==> config.mk <==
export PLATFORM = sky130hd
export DESIGN_NAME = ris_queue
export DESIGN_NICKNAME = d
export VERILOG_FILES = /design/src/hdl/region_intensity_statistics_top_assert.svh /design/src/hdl/ris_pkg.sv /design/src/hdl/ris_queue.sv
export SDC_FILE = /design/constraint.sdc
export NUM_CORES = 1
export LEC_CHECK = 0
export ABC_AREA = 0
export ABC_CLOCK_PERIOD_IN_PS = 2500
export BUFFER_PORTS_ARGS = -buffer_cell sky130_fd_sc_hd__buf_2
export CAP_MARGIN = 5
export CORE_MARGIN = 4
export CORE_UTILIZATION = 40
export CTS_BUF_LIST = sky130_fd_sc_hd__clkbuf_4 sky130_fd_sc_hd__clkbuf_8
export CTS_CLUSTER_DIAMETER = 50
export DETAILED_ROUTE_END_ITERATION = 10
export HOLD_SLACK_MARGIN = 0.06
export SLEW_MARGIN = 5
export SYNTH_ARGS = -nofsm -noshare
export SYNTH_HDL_FRONTEND = slang
export SYNTH_SLANG_ARGS = --single-unit
==> constraint.sdc <==
create_clock -name clk -period 2.5 [get_ports clk]
set_clock_uncertainty 0.15 [all_clocks]
set_input_delay 0.375 -clock clk [delete_from_list [all_inputs] [get_ports clk]]
set_output_delay 0.375 -clock clk [all_outputs]
set_load 0.05 [all_outputs]
==> src/hdl/region_intensity_statistics_top_assert.svh <==
// ----------------------------------------------------------------------------
// Assertion macros for the region statistics block
// Expect clk and arst_n in the scope of each use.
// ----------------------------------------------------------------------------
`ifndef REGION_INTENSITY_STATISTICS_TOP_ASSERT_SVH
`define REGION_INTENSITY_STATISTICS_TOP_ASSERT_SVH

// condition that holds at every edge out of reset
`define RIS_ASSERT_ALWAYS(lbl, cond, msg) \
	lbl: assert property (@(posedge clk) disable iff (!arst_n) (cond)) else $error(msg);

// consequent that holds in the cycle after the antecedent
`define RIS_ASSERT_NEXT(lbl, ante, cons, msg) \
	lbl: assert property (@(posedge clk) disable iff (!arst_n) (ante) |=> (cons)) else $error(msg);

`endif

==> src/hdl/ris_pkg.sv <==
// ----------------------------------------------------------------------------
// ris_pkg
// Shared types, codes and defaults of the region statistics block.
// ----------------------------------------------------------------------------
`timescale 1ns / 1ps

package ris_pkg;

	localparam int MAX_REGIONS_DEF = 1024;
	localparam int PIXEL_LIMIT_DEF = 16777216;
	localparam int SAMPLE_BITS_DEF = 16;

	localparam int QUEUE_DEPTH = 4;
	localparam int QAW         = 2;
	localparam logic [QAW:0] QUEUE_FULL = (QAW + 1)'(QUEUE_DEPTH);

	// request codes
	localparam logic [1:0] REQ_ACCUM = 2'd0;
	localparam logic [1:0] REQ_READ  = 2'd1;
	localparam logic [1:0] REQ_CLEAR = 2'd2;

	// register indexes (byte address bit 2)
	localparam logic REG_REGION_LIMIT   = 1'b0;
	localparam logic REG_SIGNED_SAMPLES = 1'b1;
	localparam logic [10:0] REGION_LIMIT_RST = 11'd1024;

	typedef enum logic [1:0] {
		K_ACC   = 2'd0,
		K_READ  = 2'd1,
		K_ZERO  = 2'd2,
		K_CLEAR = 2'd3
	} kind_t;

	typedef struct packed {
		kind_t              kind;
		logic [15:0]        idx;
		logic signed [16:0] v;
		logic [31:0]        vsq;
	} q_entry_t;

	typedef struct packed {
		logic [24:0]        count;
		logic signed [40:0] sum;
		logic [55:0]        sq;
		logic signed [16:0] mn;
		logic signed [16:0] mx;
		logic               ovf;
	} st_entry_t;

	typedef struct packed {
		logic clearing;
	} back_stat_t;

	typedef struct packed {
		logic               start;
		logic               do_sd;
		logic [24:0]        n;
		logic signed [40:0] sum;
		logic [55:0]        sq;
	} calc_req_t;

	typedef struct packed {
		logic               done;
		logic signed [24:0] mean;
		logic [23:0]        sd;
	} calc_rsp_t;

endpackage

==> src/hdl/ris_queue.sv <==
// ----------------------------------------------------------------------------
// ris_queue
// Short queue between the front and the back.
// ----------------------------------------------------------------------------
`timescale 1ns / 1ps

module ris_queue (
	input  logic              clk,
	input  logic              arst_n,
	input  logic              push,
	input  ris_pkg::q_entry_t push_entry,
	output logic              full,
	input  logic              pop,
	output ris_pkg::q_entry_t head,
	output logic              empty
);

	ris_pkg::q_entry_t          slot_q [ris_pkg::QUEUE_DEPTH];
	logic [ris_pkg::QAW-1:0]    wr_q;
	logic [ris_pkg::QAW-1:0]    rd_q;
	logic [ris_pkg::QAW:0]      cnt_q;

	assign full  = cnt_q == ris_pkg::QUEUE_FULL;
	assign empty = cnt_q == '0;
	assign head  = slot_q[rd_q];

	always_ff @(posedge clk or negedge arst_n) begin
		if (!arst_n) begin
			wr_q  <= '0;
			rd_q  <= '0;
			cnt_q <= '0;
		end else begin
			if (push) begin
				wr_q <= wr_q + 1'b1;
			end
			if (pop) begin
				rd_q <= rd_q + 1'b1;
			end
			unique case ({push, pop})
				2'b10:   cnt_q <= cnt_q + 1'b1;
				2'b01:   cnt_q <= cnt_q - 1'b1;
				default: cnt_q <= cnt_q;
			endcase
		end
	end

	always_ff @(posedge clk) begin
		if (push) begin
			slot_q[wr_q] <= push_entry;
		end
	end

endmodule

After elaboration in Yosys (flattened, before gate mapping)

Memory sizes are Yosys's and may differ from the RTL's.
Index checks and enable logic that the tools add are counted.

Register bits after elaboration: 7
Bits in latches: 0
Bits in writable memories: 268
Bits in read-only memories: 0
Input port bits: 71
Output and inout port bits: 69
Logic and storage cells: 16
Memories kept: 1

Add/sub/neg operators: 4
Multiply operators: 0
Divide/modulo/power cells: 0
$lt $le $gt $ge: 0
Equal/unequal tests: 3
Shift-type cells: 0
Mux-type cells: 3
Bitwise gates (word level): 0
Reduce and logical (&&, ||, !) cells: 2

Memories:

| name   | words | width | read ports | clocked after Yosys merged registers in | write ports | line            | text |
|---|---|---|---|---|---|---|---|
| slot_q | 4     | 67    | 1          | 0                                       | 1           | ris_queue.sv:18 | `ris_pkg::q_entry_t slot_q [ris_pkg::QUEUE_DEPTH];` |

Operators by type and width:

| kind                                                                | number |
|---|---|
| 3-bit one-hot mux with 2 select lines                               | 1 |
| 2-bit by 1-bit adder with 2-bit output (second input constant)      | 2 |
| 3-bit by 1-bit adder with 3-bit output (second input constant)      | 1 |
| 3-bit == test (second input constant)                               | 1 |
| 3-bit zero test                                                     | 1 |
| 3-bit by 1-bit subtractor with 3-bit output (second input constant) | 1 |
| 2-bit by 1-bit == test with 1-bit output (second input constant)    | 1 |
| 2-bit == test (second input constant)                               | 1 |
| 1-bit two-way mux                                                   | 2 |
| 2-bit nonzero test                                                  | 1 |

Logic depth before layout (Yosys ltp)

Word-level depth: 2
Mapped depth: 7
Gate-level depth less buffers: 7

Worst setup path after synthesis

Ideal clock, no wire load.

Path kind: register to register
From: reg wr_q[0] (netlist bit)
To: mem slot_q[0][0] (netlist bit), enable pin
Setup time: 432 ps
Data arrival time: 2,193 ps
Data required time: 1,918 ps
Path slack: -275 ps
Stages on the path, launching flop included: 4
Path buffers: 0
Period minus slack after synthesis: 2,775 ps
Path through: dfrtp_1 -> inv_1 -> ha_1 -> and2_1

RTL lines:

| what                   | line            | text |
|---|---|---|
| from (decl)            | ris_queue.sv:19 | `logic [ris_pkg::QAW-1:0] wr_q;` |
| from (signal assigned) | ris_queue.sv:34 | `wr_q <= wr_q + 1'b1;` |
| to (decl)              | ris_queue.sv:18 |  |

No word-level cell before the write port.

==> impl_metrics.csv <==
group,metric,value,unit
worst_setup_path,slowest_delay,0.55,ns
logic_synthesis,synth_top_area_cell,"edfxtp_1",
run_status,violations,"setup timing",
worst_setup_path,worst-path-buf-inv,3,
floorplan,die-area,27790,um^2
logic_synthesis,synthMuxAreaShare,0.1498,
detailed_routing,dr.pass1.iters,4,
cts,cts_tree,"built",
cts,clockRootBuffer,"clkbuf_8",
logic_synthesis,synth-compound-area-share,0.0009937,
layout,n_antenna_cell,0,
cts,cts_buffers,44,
global_routing,antenna_found_initial,1,
floorplan,io_pins,140,
worst_setup_path,r2r_cells,4,
timing,fmax,392.4,MHz
cts,insertion_delay,0.52,ns
detailed_routing,postRouteAntennaNets,0,
place,port_buffers,139,
logic_synthesis,synth_top_family_by_area,"multiplexers",
worst_setup_path,crit_type,"flip-flop to output port",
timing,worst_pin_slew,0.3996,ns
power,intPower,10.73,mW
logic_synthesis,synth.distinct_cells,19,
run_status,status,"finished, violations left",
logic_synthesis,synth_fp_nets,465,
global_routing,grtUsageTotal,0.1438,
layout,finish.utilization,0.5380,
worst_setup_path,reg2reg_slack,0.67,ns
power,switching_share,0.3741,
timing,relSlewSlack,0.7336,
cts,clk_path_buf_depth,3,
global_routing,grt_max_degree,47,
layout,num-nets-final,725,
worst_setup_path,cp_top_family,"multiplexers",
logic_synthesis,ys_warn_count,0,
worst_setup_path,cp.arrival,2.02,ns
cts,clk_pin_slew,0.06,ns
detailed_routing,wl_per_cell,19.70,um
global_routing,grt_pass1_vias,5449,
cts,cts.sinks,275,
timing,final-hold-violation-count,0,
detailed_routing,routed_wl,19820,um
power,fin_total_pwr,17.14,mW
detailed_routing,vias,4899,
place,dp_cells,851,
logic_synthesis,synth-simple-area-share,0.005093,
logic_synthesis,synth.cell_area,10070,um^2
power,leakage,4.643,nW
timing,setup_viol,21,
hold_path,worstHoldPathType,"primary input to asynchronous set/reset pin",
floorplan,core,24530,um^2
logic_synthesis,synth_xor_area_frac,0.005217,
logic_synthesis,seq_area_frac_synth,0.8163,
worst_setup_path,slowest_stage,"mux4_2",
floorplan,num_rows,57,
layout,layout_commonest_cell,"edfxtp_1",
timing,rsz0062_at_grt,"yes",
floorplan,die_width,166.7,um
layout,drive_gt1_frac,0.4413,
floorplan,initial_core_util,0.4106,
layout,layout_common_cells,"edfxtp_1 (268), buf_2 (106), dlygate4sd3_1 (70)",
detailed_routing,vias_per_cell,4.870,
logic_synthesis,ys_ff_latch,275,
logic_synthesis,synthAdderAreaFrac,0.008198,
place,dpl_cell_area,11330,um^2
worst_setup_path,cp_max_fo,9,
logic_synthesis,synthTopCellsByArea,"edfxtp_1 (80%), mux4_2 (15%), dfrtp_1 (1.7%)",
worst_setup_path,r2r_start,"wr_q[0]$_DFFE_PN0P_",
logic_synthesis,syn_area_per_cell,25.96,um^2
layout,post-route-cell-area,13200,um^2
detailed_routing,drc,0,
timing,drv_slew,0,
global_routing,grt_pass1_wl,31020,um
detailed_routing,drt-initial-drc-count,367,
timing,layout_setup_ws,-0.04865,ns
power,power.share.sequential,0.367,
worst_setup_path,crit-reg2reg-capture,"slot_q[2][4]$_DFFE_PP_",
timing,fin_tns_setup,-0.6592,ns
power,p_switching,6.413,mW
power,clkPwrFrac,0.212,
job,maxCapViolations,0,
worst_setup_path,crit_chain,"buf_4 -> buf_16 -> mux4_2 -> buf_6",
worst_setup_path,startpoint_type,"flip-flop",
worst_setup_path,worstPathRequired,1.98,ns
global_routing,grt-ovfl-total,0,
logic_synthesis,synth_top_area_share,0.7989,
place,place.gp.congestion,0.6908,
layout,finalNonFillerCells,1006,
power,ir_drop,825.3,uV
power,power_density,1299,nW/um^2
layout,syn2layout_area_growth,31.03,%
floorplan,die_h,166.7,um
power,combPwrFrac,0.421,
logic_synthesis,syn_inst,388,
timing,post-route-period-util,1.019,
cts,cts-htree-levels,2,
worst_setup_path,endpoint_kind,"output port",
timing,post-route-min-period,2.549,ns
place,dp.final_hpwl,11660,um
## routing by layer
metal | GRT usage | vias up | wire length (um)
met5 | 0 | - | 13
met1 | 0.1811 | 2525 | 8127
met3 | 0.03413 | 37 | 1070
met2 | 0.2477 | 149 | 10200
li1 | - | 2186 | -
met4 | 0.04731 | 2 | 400
## stage by stage
stage | worst slack (ns) | hold WS, ns
global placement | 0.4284 | 0.07007
CTS | -0.1064 | 0.06931
floorplan | 0.4550 | -0.07059
detailed placement | 0.4274 | 0.07956
global route | -0.1354 | 0.09889
finish | -0.04865 | 0.09685
## power groups by stage
stage	clock, mW	sequential, mW	combinational, mW
floorplan	0	6.26	5.02
global placement	0	6.35	6.48
detailed placement	0	6.41	6.52
CTS	3.77	6.31	7.18
global route	4.03	6.37	7.60
finish	3.63	6.30	7.21
## Yosys cell counts
cell	n
mux4_2	67
buf_2	6
edfxtp_1	268
nor2_1	1
and3_1	1
nor3_1	1
ha_1	5
o21ai_0	2
and2_1	4
xor2_1	4
fa_1	1
xnor2_1	2
clkbuf_1	3
dfrtp_1	7
inv_1	6
nand2_1	3
buf_6	1
buf_12	2
buf_4	4
## cells by family (layout without fill, tap and decap cells)
kind of cell / after synthesis / after routing
DFF: 275 / 275
muxes: 67 / 67
buffers and inverters: 22 / 316
and+or+nand+nor: 10 / 10
adders and majority gates: 6 / 6
xor gates and xnor gates: 6 / 6
AOI/OAI and AO/OA: 2 / 2
## final cells by class
| class | count | area (um^2) |
|---|---|---|
| Inverter | 6 | 22.52 |
| Multi-Input combinational cell | 91 | 1715 |
| Clock buffer | 61 | 745.7 |
| Tap cell | 324 | 405.4 |
| Clock inverter | 19 | 108.9 |
| Timing Repair Buffer | 230 | 1971 |
| Sequential cell | 275 | 8230 |
| Fill cell | 1907 | 11330 |
## worst max path at each step
stage                   startpoint                      to  cells after the start
2_1_floorplan  wr_q[0]$_DFFE_PN0P_  slot_q[2][0]$_DFFE_PP_                      3
3_3_place_gp   rd_q[0]$_DFFE_PN0P_                head[18]                      3
3_5_place_dp   rd_q[0]$_DFFE_PN0P_                head[18]                      3
4_1_cts        rd_q[0]$_DFFE_PN0P_                 head[7]                      3
5_1_grt        rd_q[0]$_DFFE_PN0P_                head[32]                      4
6_report       rd_q[0]$_DFFE_PN0P_                head[18]                      4
## sequential cells by signal, summed over array words and instances, names as in the netlist
register / flops
rd_q: 2
wr_q: 2
slot_q: 268
cnt_q: 3
## repair_timing
| item | 4_1_cts | 5_1_grt |
|---|---|---|
| endpoints found under the setup margin | 67 | 67 |
| hold buffers | 70 | 0 |
| gates cloned | 2 | 1 |
| buffers inserted | 2 | 0 |
| hold endpoints to repair | 279 | 0 |
| pin swaps | 0 | 0 |
| gates resized for setup | 53 | 18 |
Power figures use the tool's default switching activity.
