### config.mk
export PLATFORM = sky130hd
export DESIGN_NAME = ris_calc
export DESIGN_NICKNAME = d
export VERILOG_FILES = /design/src/hdl/region_intensity_statistics_top_assert.svh /design/src/hdl/ris_pkg.sv /design/src/hdl/ris_calc.sv
export SDC_FILE = /design/constraint.sdc
export NUM_CORES = 2
export LEC_CHECK = 0
export BUFFER_PORTS_ARGS = -buffer_cell sky130_fd_sc_hd__buf_4
export CORE_UTILIZATION = 65
export CTS_CLUSTER_DIAMETER = 40
export DETAILED_ROUTE_END_ITERATION = 12
export PLACE_DENSITY = 0.82
export RECOVER_POWER = 50
export SLEW_MARGIN = 0
export SYNTH_ARGS = -nofsm -noshare
export SYNTH_HDL_FRONTEND = slang
export SYNTH_SLANG_ARGS = --single-unit
### constraint.sdc
create_clock -name clk -period 29.5 [get_ports clk]
set_input_delay 2.95 -clock clk [delete_from_list [all_inputs] [get_ports clk]]
set_output_delay 2.95 -clock clk [all_outputs]
set_load 0.005 [all_outputs]
### src/hdl/region_intensity_statistics_top_assert.svh
// ----------------------------------------------------------------------------
// Assertion macros for the region statistics block
// Expect clk and arst_n in the scope of each use.
// ----------------------------------------------------------------------------
`ifndef REGION_INTENSITY_STATISTICS_TOP_ASSERT_SVH
`define REGION_INTENSITY_STATISTICS_TOP_ASSERT_SVH

// condition that holds at every edge out of reset
`define RIS_ASSERT_ALWAYS(lbl, cond, msg) \
	lbl: assert property (@(posedge clk) disable iff (!arst_n) (cond)) else $error(msg);

// consequent that holds in the cycle after the antecedent
`define RIS_ASSERT_NEXT(lbl, ante, cons, msg) \
	lbl: assert property (@(posedge clk) disable iff (!arst_n) (ante) |=> (cons)) else $error(msg);

`endif

### src/hdl/ris_pkg.sv
// ----------------------------------------------------------------------------
// ris_pkg
// Shared types, codes and defaults of the region statistics block.
// ----------------------------------------------------------------------------
`timescale 1ns / 1ps

package ris_pkg;

	localparam int MAX_REGIONS_DEF = 1024;
	localparam int PIXEL_LIMIT_DEF = 16777216;
	localparam int SAMPLE_BITS_DEF = 16;

	localparam int QUEUE_DEPTH = 4;
	localparam int QAW         = 2;
	localparam logic [QAW:0] QUEUE_FULL = (QAW + 1)'(QUEUE_DEPTH);

	// request codes
	localparam logic [1:0] REQ_ACCUM = 2'd0;
	localparam logic [1:0] REQ_READ  = 2'd1;
	localparam logic [1:0] REQ_CLEAR = 2'd2;

	// register indexes (byte address bit 2)
	localparam logic REG_REGION_LIMIT   = 1'b0;
	localparam logic REG_SIGNED_SAMPLES = 1'b1;
	localparam logic [10:0] REGION_LIMIT_RST = 11'd1024;

	typedef enum logic [1:0] {
		K_ACC   = 2'd0,
		K_READ  = 2'd1,
		K_ZERO  = 2'd2,
		K_CLEAR = 2'd3
	} kind_t;

	typedef struct packed {
		kind_t              kind;
		logic [15:0]        idx;
		logic signed [16:0] v;
		logic [31:0]        vsq;
	} q_entry_t;

	typedef struct packed {
		logic [24:0]        count;
		logic signed [40:0] sum;
		logic [55:0]        sq;
		logic signed [16:0] mn;
		logic signed [16:0] mx;
		logic               ovf;
	} st_entry_t;

	typedef struct packed {
		logic clearing;
	} back_stat_t;

	typedef struct packed {
		logic               start;
		logic               do_sd;
		logic [24:0]        n;
		logic signed [40:0] sum;
		logic [55:0]        sq;
	} calc_req_t;

	typedef struct packed {
		logic               done;
		logic signed [24:0] mean;
		logic [23:0]        sd;
	} calc_rsp_t;

endpackage

### src/hdl/ris_calc.sv
// ----------------------------------------------------------------------------
// ris_calc
// Mean and standard deviation by shift-add multiply, restoring divide and
// digit-by-digit square root, one step a cycle.
// ----------------------------------------------------------------------------
`timescale 1ns / 1ps

module ris_calc (
	input  logic               clk,
	input  logic               arst_n,
	input  ris_pkg::calc_req_t req,
	output ris_pkg::calc_rsp_t rsp
);

	typedef enum logic [7:0] {
		C_IDLE = 8'b0000_0001,
		C_MEAN = 8'b0000_0010,
		C_MULA = 8'b0000_0100,
		C_MULB = 8'b0000_1000,
		C_SUB  = 8'b0001_0000,
		C_DIVS = 8'b0010_0000,
		C_ROOT = 8'b0100_0000,
		C_DONE = 8'b1000_0000
	} calc_st_t;

	calc_st_t           st_q;
	logic [24:0]        n_q;
	logic               neg_q;
	logic [40:0]        mag_q;
	logic [55:0]        sq_q;
	logic               dosd_q;
	logic [6:0]         cnt_q;
	logic [127:0]       dv_q;
	logic [49:0]        rem_q;
	logic [49:0]        dsr_q;
	logic [127:0]       mc_q;
	logic [40:0]        mp_q;
	logic [127:0]       acc_q;
	logic [127:0]       a_q;
	logic [63:0]        x_q;
	logic [63:0]        res_q;
	logic [63:0]        bit_q;
	logic signed [24:0] mean_q;
	logic [23:0]        sd_q;

	logic [40:0]  req_mag;
	logic [50:0]  rem_sh;
	logic         div_ge;
	logic [49:0]  rem_nx;
	logic [127:0] dv_nx;
	logic [127:0] acc_nx;
	logic [63:0]  root_t;
	logic         root_ge;
	logic [63:0]  x_nx;
	logic [63:0]  res_nx;
	logic [49:0]  nn1;

	assign req_mag = req.sum[40] ? (~req.sum + 41'd1) : req.sum;

	// restoring divide step
	assign rem_sh = {rem_q, dv_q[127]};
	assign div_ge = rem_sh >= {1'b0, dsr_q};
	assign rem_nx = div_ge ? 50'(rem_sh - {1'b0, dsr_q}) : rem_sh[49:0];
	assign dv_nx  = {dv_q[126:0], div_ge};

	// shift-add multiply step
	assign acc_nx = mp_q[0] ? (acc_q + mc_q) : acc_q;

	// square root step
	assign root_t  = res_q + bit_q;
	assign root_ge = x_q >= root_t;
	assign x_nx    = root_ge ? (x_q - root_t) : x_q;
	assign res_nx  = root_ge ? ((res_q >> 1) + bit_q) : (res_q >> 1);

	assign nn1 = n_q * (n_q - 25'd1);

	always_ff @(posedge clk or negedge arst_n) begin
		if (!arst_n) begin
			st_q <= C_IDLE;
		end else begin
			unique case (st_q)
				C_IDLE: if (req.start) st_q <= C_MEAN;
				C_MEAN: if (cnt_q == 7'd127) st_q <= dosd_q ? C_MULA : C_DONE;
				C_MULA: if (mp_q == '0) st_q <= C_MULB;
				C_MULB: if (mp_q == '0) st_q <= C_SUB;
				C_SUB:  st_q <= (a_q <= acc_q) ? C_DONE : C_DIVS;
				C_DIVS: if (cnt_q == 7'd127) st_q <= C_ROOT;
				C_ROOT: if (bit_q[0]) st_q <= C_DONE;
				C_DONE: st_q <= C_IDLE;
				default: st_q <= C_IDLE;
			endcase
		end
	end

	always_ff @(posedge clk) begin
		unique case (st_q)
			C_IDLE: begin
				if (req.start) begin
					n_q    <= req.n;
					neg_q  <= req.sum[40];
					mag_q  <= req_mag;
					sq_q   <= req.sq;
					dosd_q <= req.do_sd;
					dv_q   <= {79'b0, req_mag, 8'b0};
					dsr_q  <= {25'b0, req.n};
					rem_q  <= '0;
					cnt_q  <= '0;
					sd_q   <= '0;
				end
			end
			C_MEAN: begin
				dv_q  <= dv_nx;
				rem_q <= rem_nx;
				cnt_q <= cnt_q + 7'd1;
				if (cnt_q == 7'd127) begin
					mean_q <= neg_q ? (25'd0 - dv_nx[24:0]) : dv_nx[24:0];
					mc_q   <= {72'b0, sq_q};
					mp_q   <= {16'b0, n_q};
					acc_q  <= '0;
				end
			end
			C_MULA: begin
				if (mp_q == '0) begin
					a_q   <= acc_q;
					acc_q <= '0;
					mc_q  <= {87'b0, mag_q};
					mp_q  <= mag_q;
				end else begin
					acc_q <= acc_nx;
					mc_q  <= {mc_q[126:0], 1'b0};
					mp_q  <= mp_q >> 1;
				end
			end
			C_MULB: begin
				if (mp_q != '0) begin
					acc_q <= acc_nx;
					mc_q  <= {mc_q[126:0], 1'b0};
					mp_q  <= mp_q >> 1;
				end
			end
			C_SUB: begin
				dv_q  <= (a_q - acc_q) << 16;
				dsr_q <= nn1;
				rem_q <= '0;
				cnt_q <= '0;
			end
			C_DIVS: begin
				dv_q  <= dv_nx;
				rem_q <= rem_nx;
				cnt_q <= cnt_q + 7'd1;
				if (cnt_q == 7'd127) begin
					// saturate a quotient beyond 64 bits
					x_q   <= (dv_nx[127:64] != '0) ? '1 : dv_nx[63:0];
					res_q <= '0;
					bit_q <= 64'd1 << 62;
				end
			end
			C_ROOT: begin
				x_q   <= x_nx;
				res_q <= res_nx;
				bit_q <= bit_q >> 2;
				if (bit_q[0]) begin
					sd_q <= (res_nx > 64'hFF_FFFF) ? 24'hFF_FFFF : res_nx[23:0];
				end
			end
			C_DONE: begin
			end
			default: begin
			end
		endcase
	end

	assign rsp.done = st_q == C_DONE;
	assign rsp.mean = mean_q;
	assign rsp.sd   = sd_q;

endmodule

---- Word level (Yosys, flattened, before mapping) ----
Index checks and enable logic that the tools add are counted.
word-level totals
  flip-flop bits (word level) ............. 1033
  bits of input ports ..................... 126
  output and inout port bits .............. 50
  word-level logic and storage cells ...... 117
cells by class
  $add $sub $neg .......................... 10
  $mul .................................... 1
  order comparisons ....................... 4
  equal/unequal tests ..................... 17
  muxes and demuxes ....................... 46
  bitwise gates (word level) .............. 1
  reduce and logical (&&, ||, !) cells .... 19
operators with widths
  cell                    number
  $pmux W128 S3           3
  $mux W128               8
  $mux W64                6
  $pmux W64 S2            3
  $mux W41                4
  $mux W50                3
  $pmux W50 S3            1
  $add A128 B128 Y128     1
  $le A128 B128 Y1        1
  $pmux W41 S3            1
  $sub A112 B112 Y112     1
  $pmux W50 S2            1
  $mux W24                3
  $add A63 B64 Y64        1
  $add A64 B64 Y64        1
  $ge A64 B64 Y1          1
  $gt A64 B24 Y1 const B  1
  $mux W8                 8
  $reduce_bool A64 Y1     1
  $sub A64 B64 Y64        1
  $pmux W8 S7             1
  $ge A51 B50 Y1          1
  $mul A26 B26 Y50        1
  $sub A50 B50 Y50        1
  other kinds (27)        44

---- Depth between registers and ports, before layout ----
  depth in word-level cells ............... 7
  mapped depth ............................ 40
  gate-level depth less buffers ........... 38

---- Least setup slack after synthesis ----
OpenSTA, ideal clock, no wires.
  kind .................................... register to register
  from .................................... register st_q[1]
  to ...................................... register x_q[0], enable pin
  data arrival time ....................... 12.888 ns
  data required time ...................... 28.917 ns
  path slack .............................. 16.028 ns
  cell stages (with the launch flop) ...... 6
  buffers on the path ..................... 0
  path through ............................ dfrtp_1 nor4_1 and2_1 nand3b_1 o21ai_0 a21boi_0
between the ends
  longest elaborated chain between the ends .. 3
  elaborated cells between the ends (all ways) .. 6
  those cells by class .................... eq/ne: 4; reduce/logical: 2
ends and longest elaborated chain
  element                                                              RTL line         source
  from (decl)                                                          ris_calc.sv:26   calc_st_t st_q;
  from (signal assigned)                                               ris_calc.sv:83   C_MEAN: if (cnt_q == 7'd127) st_q <= dosd_q ? C_MULA : C_DONE;
  from (signal assigned)                                               ris_calc.sv:86   C_SUB: st_q <= (a_q <= acc_q) ? C_DONE : C_DIVS;
  $eq A8 B7 Y1 / $eq A8 B6 Y1 (equally long branches)                  ris_calc.sv:96   unique case (st_q)
  $ne A2 B2 Y1 (no line) / $reduce_bool A2 Y1 (equally long branches)  --
  $reduce_and A3 Y1 (no line) *                                        --
  to (signal assigned)                                                 ris_calc.sv:153  x_q <= (dv_nx[127:64] != '0) ? '1 : dv_nx[63:0];
  to (signal assigned)                                                 ris_calc.sv:159  x_q <= x_nx;
  to (decl)                                                            ris_calc.sv:40   logic [63:0] x_q;
Mark *: on every way between the ends. The rest lies on a longest branch, timed or not.
A chain may end at the register's enable or synchronous reset.

---- Final worst setup path ----
  from .................................... register mp_q[0]
  to ...................................... register acc_q[60], enable pin
between the ends
  longest elaborated chain between the ends .. 3
ends and longest elaborated chain
  element                      RTL line         source
  from (decl)                  ris_calc.sv:37   logic [40:0] mp_q;
  from (signal assigned)       ris_calc.sv:118  mp_q <= {16'b0, n_q};
  from (signal assigned)       ris_calc.sv:127  mp_q <= mag_q;
  from (signal assigned)       ris_calc.sv:131  mp_q <= mp_q >> 1;
  $reduce_bool A41 Y1          ris_calc.sv:135  if (mp_q != '0) begin
  $ne A2 B2 Y1 (no line)       --
  $reduce_and A3 Y1 (no line)  --
  to (signal assigned)         ris_calc.sv:129  acc_q <= acc_nx;
  to (signal assigned)         ris_calc.sv:136  acc_q <= acc_nx;
  to (decl)                    ris_calc.sv:38   logic [127:0] acc_q;
Every way passes these cells.

==> flow_metrics.py <==
metrics = {
    "outcome": {
        "status": "finished with violations",
        "violations": "capacitance limit, slew limit",
    },
    "floorplanning": {
        "die_w_um": 373,
        "core_area_mm2": 0.136,
        "initial_core_util": 0.658,
        "dieHeight_um": 373,
        "io-pin-count": 176,
        "dieArea_mm2": 0.139,
        "num_rows": 135,
    },
    "layout": {
        "syn_to_final_growth_pct": 8.91,
        "nets": 10700,
        "regArea_mm2": 0.0300,
        "multi_input_area_mm2": 0.0540,
        "drive_gt1_frac": 0.0625,
        "n_fill_cell": 10100,
    },
    "timing": {
        "finalHoldViolCount": 0,
        "post-route-min-period_ps": 15510,
        "slew_headroom": -5.51,
        "final_max_slew_viol_count": 1510,
        "tightestPinTransition_ps": 9760,
        "fmax_mhz": 64.5,
        "rsz0062_at_grt": "false",
        "skew_ps": 69.0,
        "final.setup.tns_ps": 0,
        "fin_crit_sh": 0.526,
        "finalSetupViolations": 0,
    },
    "route": {
        "num_vias": 71700,
        "drt_wl_total_mm": 255,
        "drt_first_pass_iters": 7,
        "ant_nets": 0,
        "viasPerCell": 6.36,
        "first_iter_violations": 7445,
        "drc": 0,
        "wire_per_inst_um": 22.6,
    },
    "critical_path": {
        "worst-path-max-fanout": 109,
        "regToRegSetupSlack_ps": 13990,
        "startpoint_type": "flip-flop",
        "cp.arrival_ps": 15930,
        "ff2ff_path_depth": 9,
        "endpoint_kind": "flip-flop",
        "cp-endpoint": "acc_q[60]$_SDFFCE_PP0P_",
        "critPathKind": "reg2reg",
        "timing.rr.start": "mp_q[0]$_DFFE_PP_",
        "critPathLaunch": "mp_q[0]$_DFFE_PP_",
        "timing.rr.end": "acc_q[60]$_SDFFCE_PP0P_",
        "cp.required_ps": 29920,
    },
    "clock_tree": {
        "cts-root-buf": "clkbuf_16",
        "cts_tree": "built",
        "cts.repair.resized": 0,
        "clk_pin_slew_ps": 60,
        "cts_hold_buf": 0,
        "numCtsBuffers": 168,
        "clock_sinks": 1001,
        "cts_setup_buffers": 0,
        "htreeDepth": 4,
        "cts_buffer_depth": 3,
        "clk_latency_ps": 830,
    },
    "grt": {
        "grt_overflow": 0,
        "grt_pass1_wl_mm": 396,
        "grt_usage": 0.362,
        "grt_pass1_vias": 71100,
        "grt_antenna_before_repair": 37,
        "grt_max_degree": 179,
    },
    "job": {
        "maxCapViolations": 23,
    },
    "synthesis": {
        "synthCells": 9381,
        "ys_ff_latch": 1001,
        "synth_cell_types": 113,
        "synth_async_sr_flop_share": 0.00799,
        "synth-xor-area-share": 0.0525,
        "synth_mux_area_frac": 0.0120,
        "synth.most_common_cell": "edfxtp_1",
        "yosys_warnings": 0,
        "synth_compound_area_frac": 0.159,
        "ys.flop_type": "edfxtp_1",
        "synth_commonest_cells": "edfxtp_1, inv_1, a21oi_1",
        "synth_top_family_by_area": "adder cells",
        "yosys.area_share.simple": 0.162,
        "synth_nets": 10700,
        "synth_enable_flop_cells": 993,
        "yosysSeqAreaShare": 0.335,
        "syn-mean-instance-area_um2": 9.55,
        "synth_top_area_cell": "edfxtp_1",
        "netlist_top_cells_area": "edfxtp_1, fa_1, ha_1",
        "syn_area_mm2": 0.0896,
        "synth_top_cell_area_share": 0.333,
        "synthAdderAreaFrac": 0.217,
    },
    "placement": {
        "io_buffers": 175,
        "gp_congestion": 1.02,
        "post-dp-hpwl_mm": 190,
    },
    "worst_hold_path": {
        "hp-class": "reg2reg",
        "hold_depth": 0,
    },
}
==> critical path, stage by stage (launching register included) <==
cell      delay [ps]
edfxtp_1         320
clkbuf_1        5790
nor4_1           360
nand4_1          490
nor3_1           180
nor2_1           170
o22a_1          2700
clkbuf_1        2900
buf_4           1070
buf_4            930
==> cell type report <==
cell class / count / area share
clock inverters: 138 / 0.0171
inverters: 989 / 0.0381
flip-flops and latches: 1001 / 0.308
multi-input cells: 6932 / 0.553
well taps: 1781 / 0.0228
repair buffers: 251 / 0.0175
clock buffers: 178 / 0.0435
diodes: 7 / 0.000180
==> worst min path at each step <==
stage,start,to,slack [ps]
floorplan,acc_q[126]$_SDFFCE_PP0P_,a_q[126]$_DFFE_PP_,450
global placement,acc_q[126]$_SDFFCE_PP0P_,a_q[126]$_DFFE_PP_,460
detailed placement,acc_q[126]$_SDFFCE_PP0P_,a_q[126]$_DFFE_PP_,470
CTS,acc_q[86]$_SDFFCE_PP0P_,a_q[86]$_DFFE_PP_,480
global route,acc_q[86]$_SDFFCE_PP0P_,a_q[86]$_DFFE_PP_,500
finish,acc_q[126]$_SDFFCE_PP0P_,a_q[126]$_DFFE_PP_,490
==> cells in the final DEF, fill, tap and decap left out, types with 62 or more instances in the layout <==
cell / n
a21o_1: 275
a21oi_1: 691
a221o_1: 66
a31oi_1: 103
and2_0: 89
and2_1: 96
buf_4: 146
clkbuf_16: 168
edfxtp_1: 993
fa_1: 554
ha_1: 669
inv_1: 985
mux2i_1: 101
nand2_1: 680
nand2b_1: 465
nand3_1: 138
nand4_1: 161
nor2_1: 621
nor2b_1: 205
nor3_1: 100
nor4_1: 67
o21a_1: 62
o21ai_0: 459
o21bai_1: 103
or3_1: 64
xnor2_1: 305
xor2_1: 232
==> cell families after synthesis <==
logic type               count (synthesis)
AO/OA/AOI/OAI                         2214
XOR/XNOR                               537
adder cells (fa/ha/maj)               1223
buffers and inverters                 1448
flip-flops                            1001
multiplexers                           107
AND/OR/NAND/NOR                       2851
==> through the flow <==
stage / setup slack (ps) / hold slack, ps / cell area (um^2) / instances / util
after floorplan: 16030 / 454 / 89600 / 9381 / -
after global placement: 17950 / 464 / 91900 / 11000 / 0.675
after CTS: 17660 / 483 / 97800 / 11300 / 0.719
after global routing: 13230 / 498 / 97600 / 11300 / 0.717
after detailed placement: 17730 / 474 / 91900 / 11000 / 0.675
final: 13990 / 492 / 97600 / 11300 / 0.717
==> routing by layer <==
metal / vias up / GRT usage / share of wire
li1: 32800 / - / -
met1: 34800 / 0.481 / 0.40
met2: 3427 / 0.567 / 0.45
met3: 686 / 0.0976 / 0.11
met4: 54 / 0.142 / 0.042
met5: - / 0 / 0.0014
==> state kept, by name, indices dropped and copies added (netlist names), 8 cells and up <==
| signal | flops |
|---|---|
| a_q | 128 |
| acc_q | 128 |
| bit_q | 32 |
| dsr_q | 50 |
| dv_q | 128 |
| mag_q | 41 |
| mc_q | 128 |
| mean_q | 25 |
| mp_q | 41 |
| n_q | 25 |
| rem_q | 50 |
| res_q | 64 |
| sd_q | 24 |
| sq_q | 56 |
| st_q | 8 |
| x_q | 64 |
Power is not shown: default switching activity piles up to over one toggle a cycle in this logic, so the estimate is an artifact.
